<file path="src/rtl/spst_pkg.sv">
package spst_pkg;

    // Field widths of the request and result channels.
    localparam int MODE_W      = 2;
    localparam int PIN_W       = 8;
    localparam int TICKS_W     = 20;
    localparam int SLOT_W      = 6;
    localparam int DELTA_W     = 32;
    localparam int STATUS_W    = 2;
    localparam int IN_TDATA_W  = 32;
    localparam int OUT_TDATA_W = 56;
    localparam int OUT_TUSER_W = 3;

    // Configuration port and register widths.
    localparam int CFG_ADDR_W = 2;
    localparam int CFG_DATA_W = 24;
    localparam int FRAME_W    = 24;
    localparam int INIT_W     = 16;
    localparam int GAP_W      = 16;

    // Width of the shared arithmetic unit.
    localparam int ALU_W = 32;

    // Register indexes.
    localparam logic [CFG_ADDR_W-1:0] CFG_FRAME = 2'd0;
    localparam logic [CFG_ADDR_W-1:0] CFG_INIT  = 2'd1;
    localparam logic [CFG_ADDR_W-1:0] CFG_GAP   = 2'd2;

    // Register reset values.
    localparam logic [FRAME_W-1:0] FRAME_RESET = 24'd2000000;
    localparam logic [INIT_W-1:0]  INIT_RESET  = 16'd1800;
    localparam logic [GAP_W-1:0]   GAP_RESET   = 16'd5000;

    // Closing delta reported when the frame is overrun.
    localparam logic [DELTA_W-1:0] OVERRUN_DELTA = 32'hFFFF_FFFF;

    // Result status codes.
    localparam logic [STATUS_W-1:0] STATUS_OK        = 2'd0;
    localparam logic [STATUS_W-1:0] STATUS_NOT_FOUND = 2'd1;
    localparam logic [STATUS_W-1:0] STATUS_FULL      = 2'd2;

    // Operation codes of a request.
    typedef enum logic [MODE_W-1:0] {
        MODE_INSERT = 2'd0,
        MODE_DELETE = 2'd1,
        MODE_UPDATE = 2'd2,
        MODE_NOP    = 2'd3
    } mode_t;

    // Shared arithmetic unit operations and flags.
    typedef enum logic {
        ALU_ADD = 1'b0,
        ALU_SUB = 1'b1
    } alu_op_t;

    typedef struct packed {
        logic lt;
        logic eq;
    } alu_flags_t;

endpackage

</file>
<file path="src/rtl/servo_pulse_schedule_table.sv">
// Operation: an operation on a table of n channels runs a search for the pin and a shift of
// entries where its mode needs them, then the sum pass, the closing remainder (sum, frame,
// init and gap steps) and the output pass, which waits while the result channel stalls.
// Requests: one operation at a time; every table access goes through the single
// registered read port of the table memory, and all tick and delta arithmetic runs through one adder.
// Reset: synchronous, active low; the table is emptied and the registers take defaults.
module servo_pulse_schedule_table #(
    parameter int MAX_ENTRIES = 45
) (
    input  logic                                  aclk,
    input  logic                                  aresetn,
    // Request channel.
    input  logic                                  s_tvalid,
    output logic                                  s_tready,
    // s_tdata fields from bit 0: pin[7:0], ticks[27:8], zero fill [31:28].
    input  logic [spst_pkg::IN_TDATA_W-1:0]       s_tdata,
    // s_tuser fields from bit 0: mode[1:0].
    input  logic [spst_pkg::MODE_W-1:0]           s_tuser,
    // Result channel.
    output logic                                  m_tvalid,
    input  logic                                  m_tready,
    // m_tdata fields from bit 0: slot[5:0], out_pin[13:6], delta[45:14],
    // entry_count[51:46], zero fill [55:52].
    output logic [spst_pkg::OUT_TDATA_W-1:0]      m_tdata,
    // m_tuser fields from bit 0: over_period[0], status[2:1].
    output logic [spst_pkg::OUT_TUSER_W-1:0]      m_tuser,
    output logic                                  m_tlast,
    // Configuration write port.
    input  logic                                  cfg_we,
    input  logic [spst_pkg::CFG_ADDR_W-1:0]       cfg_addr,
    input  logic [spst_pkg::CFG_DATA_W-1:0]       cfg_wdata
);

    import spst_pkg::*;

    localparam int CW     = $clog2(MAX_ENTRIES + 1);
    localparam int AW     = (MAX_ENTRIES > 1) ? $clog2(MAX_ENTRIES) : 1;
    localparam int RAM_W  = PIN_W + TICKS_W;

    typedef enum logic [4:0] {
        S_IDLE,
        S_FIND_RD,
        S_FIND_EV,
        S_DEL_RD,
        S_DEL_WR,
        S_UP_RD,
        S_UP_EV,
        S_DN_RD,
        S_DN_EV,
        S_WRITE_NEW,
        S_SCHED,
        S_P1_RD,
        S_P1_EV,
        S_P1_ACC,
        S_CL_SUM,
        S_CL_FRAME,
        S_CL_INIT,
        S_CL_GAP,
        S_P2_RD,
        S_P2_EV,
        S_P2_EM,
        S_CLOSE_EM,
        S_EMPTY_EM
    } state_t;

    state_t                state_reg, state_next;
    mode_t                 mode_reg, mode_next;
    logic [PIN_W-1:0]      pin_reg, pin_next;
    logic [TICKS_W-1:0]    ticks_reg, ticks_next;
    logic [STATUS_W-1:0]   status_reg, status_next;
    logic [CW-1:0]         n_reg, n_next;
    logic [CW-1:0]         k_reg, k_next;
    logic                  first_reg, first_next;
    logic [ALU_W-1:0]      prev_reg, prev_next;
    logic [ALU_W-1:0]      first_d_reg, first_d_next;
    logic [ALU_W-1:0]      acc_reg, acc_next;
    logic                  over_reg, over_next;
    logic [PIN_W-1:0]      em_pin_reg, em_pin_next;
    logic [ALU_W-1:0]      em_delta_reg, em_delta_next;

    logic [FRAME_W-1:0]    frame_reg, frame_next;
    logic [INIT_W-1:0]     init_reg, init_next;
    logic [GAP_W-1:0]      gap_reg, gap_next;

    logic                  m_tvalid_reg, m_tvalid_next;
    logic [SLOT_W-1:0]     m_slot_reg, m_slot_next;
    logic [PIN_W-1:0]      m_pin_reg, m_pin_next;
    logic [DELTA_W-1:0]    m_delta_reg, m_delta_next;
    logic [SLOT_W-1:0]     m_count_reg, m_count_next;
    logic                  m_over_reg, m_over_next;
    logic [STATUS_W-1:0]   m_status_reg, m_status_next;
    logic                  m_last_reg, m_last_next;

    logic                  ram_we;
    logic [AW-1:0]         ram_waddr;
    logic [RAM_W-1:0]      ram_wdata;
    logic [AW-1:0]         ram_raddr;
    logic [RAM_W-1:0]      ram_rdata;
    logic [PIN_W-1:0]      r_pin;
    logic [TICKS_W-1:0]    r_ticks;

    alu_op_t               alu_op;
    logic [ALU_W-1:0]      alu_a;
    logic [ALU_W-1:0]      alu_b;
    logic [ALU_W-1:0]      alu_res;
    alu_flags_t            alu_flags;

    logic [CW-1:0]         kp1;
    logic [CW-1:0]         km1;
    logic [CW:0]           kp2;
    logic [ALU_W-1:0]      delta_d;
    logic                  out_free;
    mode_t                 in_mode;

    // Table memory: pin in the upper bits, ticks in the lower bits.
    spst_ram #(
        .WIDTH (RAM_W),
        .DEPTH (MAX_ENTRIES)
    ) u_table (
        .clk   (aclk),
        .we    (ram_we),
        .waddr (ram_waddr),
        .wdata (ram_wdata),
        .raddr (ram_raddr),
        .rdata (ram_rdata)
    );

    // The one adder that does every tick, pin and delta compare and every sum.
    spst_alu u_alu (
        .op     (alu_op),
        .a      (alu_a),
        .b      (alu_b),
        .result (alu_res),
        .flags  (alu_flags)
    );

    assign r_pin    = ram_rdata[RAM_W-1:TICKS_W];
    assign r_ticks  = ram_rdata[TICKS_W-1:0];
    assign kp1      = k_reg + 1'b1;
    assign km1      = k_reg - 1'b1;
    assign kp2      = {1'b0, k_reg} + (CW + 1)'(2);
    assign out_free = !m_tvalid_reg || m_tready;
    assign in_mode  = mode_t'(s_tuser);

    // The first delta is half the first pulse; later ones subtract the previous delta.
    assign delta_d = (k_reg == '0) ? ALU_W'(r_ticks >> 1) : alu_res;

    // Operand selection for the shared adder.
    always_comb begin
        alu_op = ALU_ADD;
        alu_a  = '0;
        alu_b  = '0;
        unique case (state_reg)
            S_FIND_EV: begin
                alu_op = ALU_SUB;
                alu_a  = ALU_W'(r_pin);
                alu_b  = ALU_W'(pin_reg);
            end
            S_UP_EV: begin
                alu_op = ALU_SUB;
                alu_a  = ALU_W'(r_ticks);
                alu_b  = ALU_W'(ticks_reg);
            end
            S_DN_EV: begin
                alu_op = ALU_SUB;
                alu_a  = ALU_W'(ticks_reg);
                alu_b  = ALU_W'(r_ticks);
            end
            S_P1_EV, S_P2_EV: begin
                alu_op = ALU_SUB;
                alu_a  = ALU_W'(r_ticks);
                alu_b  = prev_reg;
            end
            S_P1_ACC: begin
                alu_op = ALU_ADD;
                alu_a  = acc_reg;
                alu_b  = prev_reg;
            end
            S_CL_SUM: begin
                alu_op = ALU_ADD;
                alu_a  = acc_reg;
                alu_b  = first_d_reg;
            end
            S_CL_FRAME: begin
                alu_op = ALU_SUB;
                alu_a  = ALU_W'(frame_reg);
                alu_b  = acc_reg;
            end
            S_CL_INIT: begin
                alu_op = ALU_SUB;
                alu_a  = acc_reg;
                alu_b  = ALU_W'(init_reg);
            end
            S_CL_GAP: begin
                alu_op = ALU_SUB;
                alu_a  = acc_reg;
                alu_b  = ALU_W'(gap_reg);
            end
            default: begin
            end
        endcase
    end

    // Sequencer: table edit, sum pass, closing remainder and output pass.
    always_comb begin
        state_next    = state_reg;
        mode_next     = mode_reg;
        pin_next      = pin_reg;
        ticks_next    = ticks_reg;
        status_next   = status_reg;
        n_next        = n_reg;
        k_next        = k_reg;
        first_next    = first_reg;
        prev_next     = prev_reg;
        first_d_next  = first_d_reg;
        acc_next      = acc_reg;
        over_next     = over_reg;
        em_pin_next   = em_pin_reg;
        em_delta_next = em_delta_reg;
        frame_next    = frame_reg;
        init_next     = init_reg;
        gap_next      = gap_reg;

        m_tvalid_next = m_tvalid_reg && !m_tready;
        m_slot_next   = m_slot_reg;
        m_pin_next    = m_pin_reg;
        m_delta_next  = m_delta_reg;
        m_count_next  = m_count_reg;
        m_over_next   = m_over_reg;
        m_status_next = m_status_reg;
        m_last_next   = m_last_reg;

        ram_we    = 1'b0;
        ram_waddr = k_reg[AW-1:0];
        ram_wdata = ram_rdata;
        ram_raddr = k_reg[AW-1:0];

        // Register writes.
        if (cfg_we) begin
            unique case (cfg_addr)
                CFG_FRAME: frame_next = cfg_wdata[FRAME_W-1:0];
                CFG_INIT:  init_next  = cfg_wdata[INIT_W-1:0];
                CFG_GAP:   gap_next   = cfg_wdata[GAP_W-1:0];
                default: begin
                end
            endcase
        end

        unique case (state_reg)
            S_IDLE: begin
                if (s_tvalid) begin
                    mode_next   = in_mode;
                    pin_next    = s_tdata[PIN_W-1:0];
                    ticks_next  = s_tdata[PIN_W+TICKS_W-1:PIN_W];
                    status_next = STATUS_OK;
                    k_next      = '0;
                    first_next  = 1'b1;
                    unique case (in_mode) inside
                        MODE_INSERT: begin
                            if (n_reg == CW'(MAX_ENTRIES)) begin
                                status_next = STATUS_FULL;
                                state_next  = S_SCHED;
                            end else begin
                                k_next     = n_reg;
                                state_next = (n_reg == '0) ? S_WRITE_NEW : S_DN_RD;
                            end
                        end
                        MODE_DELETE, MODE_UPDATE: begin
                            if (n_reg == '0) begin
                                status_next = STATUS_NOT_FOUND;
                                state_next  = S_SCHED;
                            end else begin
                                state_next = S_FIND_RD;
                            end
                        end
                        default: begin
                            state_next = S_SCHED;
                        end
                    endcase
                end
            end

            // Linear search for the first entry holding the pin.
            S_FIND_RD: begin
                state_next = S_FIND_EV;
            end
            S_FIND_EV: begin
                if (alu_flags.eq) begin
                    if (mode_reg == MODE_DELETE) begin
                        if (kp1 < n_reg) begin
                            state_next = S_DEL_RD;
                        end else begin
                            n_next     = n_reg - 1'b1;
                            state_next = S_SCHED;
                        end
                    end else if (kp1 < n_reg) begin
                        state_next = S_UP_RD;
                    end else begin
                        state_next = (k_reg != '0) ? S_DN_RD : S_WRITE_NEW;
                    end
                end else if (kp1 == n_reg) begin
                    status_next = STATUS_NOT_FOUND;
                    state_next  = S_SCHED;
                end else begin
                    k_next     = kp1;
                    state_next = S_FIND_RD;
                end
            end

            // Delete closes the gap one entry at a time.
            S_DEL_RD: begin
                ram_raddr  = kp1[AW-1:0];
                state_next = S_DEL_WR;
            end
            S_DEL_WR: begin
                ram_we = 1'b1;
                k_next = kp1;
                if (kp2 < {1'b0, n_reg}) begin
                    state_next = S_DEL_RD;
                end else begin
                    n_next     = n_reg - 1'b1;
                    state_next = S_SCHED;
                end
            end

            // Update toward larger ticks; the first compare also picks the direction.
            S_UP_RD: begin
                ram_raddr  = kp1[AW-1:0];
                state_next = S_UP_EV;
            end
            S_UP_EV: begin
                first_next = 1'b0;
                if (alu_flags.lt) begin
                    ram_we = 1'b1;
                    k_next = kp1;
                    state_next = (kp2 < {1'b0, n_reg}) ? S_UP_RD : S_WRITE_NEW;
                end else if (first_reg && !alu_flags.eq) begin
                    state_next = (k_reg != '0) ? S_DN_RD : S_WRITE_NEW;
                end else begin
                    state_next = S_WRITE_NEW;
                end
            end

            // Insert, and update toward smaller ticks, shift larger entries up.
            S_DN_RD: begin
                ram_raddr  = km1[AW-1:0];
                state_next = S_DN_EV;
            end
            S_DN_EV: begin
                if (alu_flags.lt) begin
                    ram_we = 1'b1;
                    k_next = km1;
                    state_next = (km1 != '0) ? S_DN_RD : S_WRITE_NEW;
                end else begin
                    state_next = S_WRITE_NEW;
                end
            end

            S_WRITE_NEW: begin
                ram_we    = 1'b1;
                ram_wdata = {pin_reg, ticks_reg};
                if (mode_reg == MODE_INSERT) begin
                    n_next = n_reg + 1'b1;
                end
                state_next = S_SCHED;
            end

            S_SCHED: begin
                k_next     = '0;
                prev_next  = '0;
                acc_next   = '0;
                state_next = (n_reg == '0) ? S_EMPTY_EM : S_P1_RD;
            end

            // First pass: sum of all deltas.
            S_P1_RD: begin
                state_next = S_P1_EV;
            end
            S_P1_EV: begin
                prev_next = delta_d;
                if (k_reg == '0) begin
                    first_d_next = delta_d;
                end
                state_next = S_P1_ACC;
            end
            S_P1_ACC: begin
                acc_next   = alu_res;
                k_next     = kp1;
                state_next = (kp1 == n_reg) ? S_CL_SUM : S_P1_RD;
            end

            // Closing remainder: frame - (sum + first) - init, checked against min gap.
            S_CL_SUM: begin
                acc_next   = alu_res;
                state_next = S_CL_FRAME;
            end
            S_CL_FRAME: begin
                acc_next   = alu_res;
                state_next = S_CL_INIT;
            end
            S_CL_INIT: begin
                acc_next   = alu_res;
                state_next = S_CL_GAP;
            end
            S_CL_GAP: begin
                over_next  = alu_flags.lt;
                k_next     = '0;
                prev_next  = '0;
                state_next = S_P2_RD;
            end

            // Second pass: recompute each delta and send it.
            S_P2_RD: begin
                state_next = S_P2_EV;
            end
            S_P2_EV: begin
                em_pin_next   = r_pin;
                em_delta_next = delta_d;
                state_next    = S_P2_EM;
            end
            S_P2_EM: begin
                if (out_free) begin
                    m_tvalid_next = 1'b1;
                    m_slot_next   = SLOT_W'(k_reg);
                    m_pin_next    = em_pin_reg;
                    m_delta_next  = em_delta_reg;
                    m_count_next  = SLOT_W'(n_reg);
                    m_over_next   = over_reg;
                    m_status_next = status_reg;
                    m_last_next   = 1'b0;
                    prev_next     = em_delta_reg;
                    k_next        = kp1;
                    state_next    = (kp1 == n_reg) ? S_CLOSE_EM : S_P2_RD;
                end
            end
            S_CLOSE_EM: begin
                if (out_free) begin
                    m_tvalid_next = 1'b1;
                    m_slot_next   = SLOT_W'(n_reg);
                    m_pin_next    = em_pin_reg;
                    m_delta_next  = over_reg ? OVERRUN_DELTA : acc_reg;
                    m_count_next  = SLOT_W'(n_reg);
                    m_over_next   = over_reg;
                    m_status_next = status_reg;
                    m_last_next   = 1'b1;
                    state_next    = S_IDLE;
                end
            end

            // Empty table: a single closing result, all fields zero but the status.
            S_EMPTY_EM: begin
                if (out_free) begin
                    m_tvalid_next = 1'b1;
                    m_slot_next   = '0;
                    m_pin_next    = '0;
                    m_delta_next  = '0;
                    m_count_next  = '0;
                    m_over_next   = 1'b0;
                    m_status_next = status_reg;
                    m_last_next   = 1'b1;
                    state_next    = S_IDLE;
                end
            end

            default: begin
                state_next = S_IDLE;
            end
        endcase
    end

    // State and registered outputs.
    always_ff @(posedge aclk) begin
        if (!aresetn) begin
            state_reg    <= S_IDLE;
            n_reg        <= '0;
            m_tvalid_reg <= 1'b0;
            frame_reg    <= FRAME_RESET;
            init_reg     <= INIT_RESET;
            gap_reg      <= GAP_RESET;
        end else begin
            state_reg    <= state_next;
            n_reg        <= n_next;
            m_tvalid_reg <= m_tvalid_next;
            frame_reg    <= frame_next;
            init_reg     <= init_next;
            gap_reg      <= gap_next;
        end
        mode_reg     <= mode_next;
        pin_reg      <= pin_next;
        ticks_reg    <= ticks_next;
        status_reg   <= status_next;
        k_reg        <= k_next;
        first_reg    <= first_next;
        prev_reg     <= prev_next;
        first_d_reg  <= first_d_next;
        acc_reg      <= acc_next;
        over_reg     <= over_next;
        em_pin_reg   <= em_pin_next;
        em_delta_reg <= em_delta_next;
        m_slot_reg   <= m_slot_next;
        m_pin_reg    <= m_pin_next;
        m_delta_reg  <= m_delta_next;
        m_count_reg  <= m_count_next;
        m_over_reg   <= m_over_next;
        m_status_reg <= m_status_next;
        m_last_reg   <= m_last_next;
    end

    assign s_tready = (state_reg == S_IDLE);
    assign m_tvalid = m_tvalid_reg;
    assign m_tdata  = {{(OUT_TDATA_W - 2 * SLOT_W - PIN_W - DELTA_W){1'b0}},
                       m_count_reg, m_delta_reg, m_pin_reg, m_slot_reg};
    assign m_tuser  = {m_status_reg, m_over_reg};
    assign m_tlast  = m_last_reg;

    // The channel count never exceeds the table depth.
    assert property (@(posedge aclk) disable iff (!aresetn)
        n_reg <= CW'(MAX_ENTRIES))
        else $error("channel count beyond table depth");

    // The output pass only reads slots inside the table.
    assert property (@(posedge aclk) disable iff (!aresetn)
        (state_reg == S_P2_EV) |-> (k_reg < n_reg))
        else $error("output pass read beyond table");

    // The closing result sits at the slot equal to the channel count.
    assert property (@(posedge aclk) disable iff (!aresetn)
        (m_tvalid && m_tlast) |-> (m_slot_reg == m_count_reg))
        else $error("closing slot differs from channel count");

    // An overrun close carries the overrun marker.
    assert property (@(posedge aclk) disable iff (!aresetn)
        (m_tvalid && m_tlast && m_over_reg) |-> (m_delta_reg == OVERRUN_DELTA))
        else $error("overrun close without marker delta");

    // An accepted request always starts the sequencer.
    assert property (@(posedge aclk) disable iff (!aresetn)
        (s_tvalid && s_tready) |=> (state_reg != S_IDLE))
        else $error("request accepted but sequencer stayed idle");

endmodule

</file>
<file path="src/rtl/spst_ram.sv">
module spst_ram #(
    parameter int WIDTH = 28,
    parameter int DEPTH = 45
) (
    input  logic                                    clk,
    input  logic                                    we,
    input  logic [((DEPTH > 1) ? $clog2(DEPTH) : 1)-1:0] waddr,
    input  logic [WIDTH-1:0]                        wdata,
    input  logic [((DEPTH > 1) ? $clog2(DEPTH) : 1)-1:0] raddr,
    output logic [WIDTH-1:0]                        rdata
);

    logic [WIDTH-1:0] mem [DEPTH];

    // One write port and one registered read port.
    always_ff @(posedge clk) begin
        if (we) begin
            mem[waddr] <= wdata;
        end
        rdata <= mem[raddr];
    end

endmodule

</file>
<file path="src/rtl/spst_alu.sv">
module spst_alu (
    input  spst_pkg::alu_op_t            op,
    input  logic [spst_pkg::ALU_W-1:0]   a,
    input  logic [spst_pkg::ALU_W-1:0]   b,
    output logic [spst_pkg::ALU_W-1:0]   result,
    output spst_pkg::alu_flags_t         flags
);

    import spst_pkg::*;

    logic [ALU_W:0] sum_ext;

    // Signed add or subtract with one guard bit; on a subtract the guard bit
    // is the signed less-than flag.
    always_comb begin
        if (op == ALU_SUB) begin
            sum_ext = {a[ALU_W-1], a} - {b[ALU_W-1], b};
        end else begin
            sum_ext = {a[ALU_W-1], a} + {b[ALU_W-1], b};
        end
    end

    assign result   = sum_ext[ALU_W-1:0];
    assign flags.lt = sum_ext[ALU_W];
    assign flags.eq = (sum_ext[ALU_W-1:0] == '0);

endmodule
</file>
<file path="config.mk">
export PLATFORM = sky130hd
export DESIGN_NAME = servo_pulse_schedule_table
export DESIGN_NICKNAME = d
export VERILOG_FILES = /design/src/rtl/spst_pkg.sv /design/src/rtl/servo_pulse_schedule_table.sv /design/src/rtl/spst_ram.sv /design/src/rtl/spst_alu.sv
export SDC_FILE = /design/constraint.sdc
export NUM_CORES = 2
export LEC_CHECK = 0
export CAP_MARGIN = 20
export CELL_PAD_IN_SITES_DETAIL_PLACEMENT = 1
export CELL_PAD_IN_SITES_GLOBAL_PLACEMENT = 2
export CORE_ASPECT_RATIO = 0.9
export CORE_MARGIN = 2
export CORE_UTILIZATION = 48
export CTS_BUF_LIST = sky130_fd_sc_hd__clkbuf_16
export DETAILED_ROUTE_END_ITERATION = 16
export DONT_BUFFER_PORTS = 1
export PLACE_DENSITY_LB_ADDON = 0.1
export SYNTH_ARGS = -nofsm -noshare
export SYNTH_HDL_FRONTEND = slang
export SYNTH_HIERARCHICAL = 1
export SYNTH_SLANG_ARGS = --single-unit
export TNS_END_PERCENT = 100
</file>
<file path="constraint.sdc">
create_clock -name aclk -period 11.2 [get_ports aclk]
set_clock_uncertainty 0.15 [all_clocks]
set_input_delay 0.56 -clock aclk [delete_from_list [all_inputs] [get_ports aclk]]
set_output_delay 0.56 -clock aclk [all_outputs]
set_load 0.005 [all_outputs]
</file>
==> metrics.md <==
| Metric | Value |
|---|---|
| Global-route wire length before repair | `~300 mm` |
| Core Rows | `between 100 and 150` |
| Main flop type after synthesis | `edfxtp_1` |
| P&R area growth vs syn | `11.9%` |
| Final #Nets | `~4500` |
| Synth async-reset ratio | `0%` |
| Critical path type | `reg2reg` |
| Post-synthesis sequential area ratio | `69.4%` |
| Die area | `around 0.14 sq mm` |
| Post-synthesis average cell area | `roughly 16 sq um` |
| MaxCap Viol Count | `0` |
| Status | `complete, no violations` |
| Final slew viol count | `0` |
| R2R cell count | `30` |
| CTS tree | `yes` |
| Flops & latches, synth | `between 1500 and 2000` |
| Final worst path period share | `between 80% and 90%` |
| Final hold violations | `0` |
| Fmax achieved | `around 100 MHz` |
| GR Overflow Total | `0` |
| Placer Congestion | `between 0.8 and 0.9` |
| Synth cell types | `110` |
| FF-to-FF setup slack | `about 1.4 ns` |
| Largest net degree at the start of global routing | `126` |
| CTS HTree Levels | `4` |
| Setup TNS | `0 ns` |
| Max FFs per register | `approximately 1300` |
| Wirelength per Cell | `~32 um` |
| Clk slew on worst S/H paths | `roughly 0.060 ns` |
| CP Launch Type | `flop` |
| Commonest non-fill, non-tap cell in the layout | `edfxtp_1` |
| Core region area | `around 0.14 sq mm` |
| DRT Pass-1 Iters | `6` |
| FF-to-FF End | `u_table/mem[35][16]$_DFFE_PP_` |
| Power Density | `roughly 310 mW/mm^2` |
| Crit-path slowest cell | `nor2_4` |
| CP most frequent cell | `buf_4` |
| Cell Area, Synth | `0.0673 sq mm` |
| CTS Buffer Depth | `3` |
| Crit path largest cell delay | `slightly below 0.9 ns` |
| Rel. slew slack | `~21%` |
| Crit path to | `u_table/mem[35][16]$_DFFE_PP_` |
| Actual slew at the worst max-slew pin | `about 1.2 ns` |
| DP HPWL | `128 mm` |
| Post-synth EDFFs | `1492` |
| Worst vdd ir | `roughly 0.00026 V` |
| Root Buffer | `clkbuf_16` |
| Crit-path max FO | `18` |
| Clock sink total | `1588` |
| Io pins | `between 100 and 150` |
| Remaining DRCs | `0` |
| Crit. End Element | `flop` |
| Vias in the first global route | `around 40000` |
| Initial Util | `48.3%` |
| First DRT Iteration DRCs | `between 4000 and 5000` |
| Cells after Synth | `approximately 4300` |
| Input/output buffers | `0` |
| Start point of the critical path | `state_reg[1]$_SDFFE_PN0P_` |
| Setup violations, final | `0` |
| Pwr Total | `approximately 24 mW` |
| Die height | `around 360 um` |
| Arrival time worst endpoint | `10.13 ns` |
| Antenna viol nets, final | `0` |
| Fin crit period | `around 10 ns` |
| Most frequent cells in the layout | `1492 x edfxtp_1, 475 x mux2i_1, 273 x nand2_1` |
| Biggest register | `u_table/mem` |
| Reg2reg start | `state_reg[1]$_SDFFE_PN0P_` |
| GRT Overall Usage | `between 20 and 30%` |
| Drt via density | `between 6 and 7` |
| Share of cells above drive strength 1 | `between 10% and 20%` |
| Clock latency on the worst-skew pair | `between 0.7 and 0.8 ns` |
| Initial antenna violation count | `6` |
| Clock buffer count from CTS | `between 150 and 200` |
| Critical Path RT | `approximately 12 ns` |
| Detailed Route WL | `roughly 200 mm` |
| Vias | `between 30000 and 40000` |
| YS warnings | `6` |
| Die Span X | `approximately 400 um` |
| Lkg Pwr | `~25 nW` |
| Unrepaired setup endpoints after global routing | `false` |
| Worst Hold Class | `in2reg` |
-- worst min-delay path by stage --
stage	start	endpoint	slack (ns)	depth (start not counted)
floorplan	status_reg[0]$_SDFFCE_PP1P_	m_status_reg[0]$_DFFE_PP_	0.25	0
global placement	status_reg[1]$_SDFFCE_PP0P_	m_status_reg[1]$_DFFE_PP_	0.25	0
detailed placement	status_reg[1]$_SDFFCE_PP0P_	m_status_reg[1]$_DFFE_PP_	0.26	0
CTS	s_tvalid	state_reg[2]$_SDFFE_PN0P_	0.03	4
global route	s_tvalid	state_reg[2]$_SDFFE_PN0P_	0.08	4
finish	s_tvalid	state_reg[2]$_SDFFE_PN0P_	0.08	4
-- synthesized netlist by cell type (all sizes together) (11+ instances only) --
library cell | n | area share [%]
o21ai | 85 | 0.64
o22ai | 33 | 0.31
o211ai | 11 | 0.14
edfxtp | 1492 | 67
a211oi | 14 | 0.17
nor2b | 19 | 0.18
a22o | 82 | 1.1
nor3 | 59 | 0.45
a21oi | 155 | 1.2
xor2 | 20 | 0.26
a21boi | 44 | 0.49
nor4 | 16 | 0.20
ha | 56 | 1.0
and3 | 16 | 0.15
buf | 154 | 1.5
mux4 | 112 | 3.7
a222oi | 45 | 0.67
clkbuf | 115 | 0.65
mux2 | 29 | 0.48
o41ai | 30 | 0.71
nand3 | 55 | 0.41
a31oi | 14 | 0.13
inv | 72 | 0.40
nand2 | 274 | 1.5
nand4 | 23 | 0.21
and2 | 72 | 0.67
a221oi | 66 | 0.87
nor2 | 162 | 0.93
xnor2 | 51 | 0.66
nand2b | 25 | 0.24
mux2i | 476 | 7.1
dfxtp | 96 | 2.9
a22oi | 153 | 1.7
-- where the power goes --
| part | total, mW | internal [mW] | switching [mW] |
|---|---|---|---|
| clock | 4.97 | 2.71 | 2.26 |
| sequential | 8.10 | 7.84 | 0.261 |
| combinational | 10.7 | 3.55 | 7.10 |
-- per-stage QoR --
step | setup slack [ns] | instance area, sq um | hold slack [ns] | cells | utilization [%]
floorplan | 2.77 | 67400 | 0.250 | 4254 | -
global placement | 1.83 | 69700 | 0.252 | 5944 | 50.0
detailed placement | 1.64 | 69700 | 0.259 | 5945 | 50.0
CTS | 1.58 | 75100 | 0.0282 | 6299 | 53.9
global route | 0.838 | 75300 | 0.0808 | 6309 | 54.1
finish | 1.39 | 75400 | 0.0759 | 6316 | 54.1
-- critical path: cells and delay by family, from the launching register on --
family	cells	cell delay, ns
adder cells (fa/ha/maj)	1	0.39
XOR/XNOR	2	0.32
flip-flops	1	0.72
AND/OR/NAND/NOR	11	4.13
AO/OA/AOI/OAI	12	2.59
buffers and inverters	4	1.13
-- per-layer routing --
layer | global-route usage [%] | part of all wire (%) | vias to the layer above
li1 | - | - | 17032
met1 | 43.3 | 46 | 20959
met2 | 43.0 | 46 | 1438
met3 | 4.46 | 7.1 | 231
met4 | 5.72 | 1.7 | 4
met5 | 0 | 0.010 | -
-- kinds of logic (layout without fill, tap and decap cells) --
kind of cell	count (synthesis)	after routing	synth area share, %
buffers and inverters	341	548	2.60
adder cells (fa/ha/maj)	58	58	1.10
AO/OA/AOI/OAI	802	802	9.01
XOR/XNOR	71	71	0.923
AND/OR/NAND/NOR	773	773	5.66
multiplexers	617	617	11.3
other	1	11	0.00557
flip-flops	1588	1588	69.4
-- area by class of cell --
type / instances / area, sq um
Multi-Input combinational cell: 2325 / 19400
Timing Repair Buffer: 183 / 1850
Clock buffer: 163 / 4080
Inverter: 72 / 270
Clock inverter: 130 / 728
Tap cell: 1848 / 2310
Sequential cell: 1588 / 46700
Antenna cell: 7 / 17.5
Fill cell: 12884 / 64000
-- timing repair --
action	4_1_cts	5_1_grt
gates resized for setup	0	0
hold buffers	61	0
endpoints found under the hold margin	100	0
setup buffers	0	0
Power figures use the tool's default switching activity.
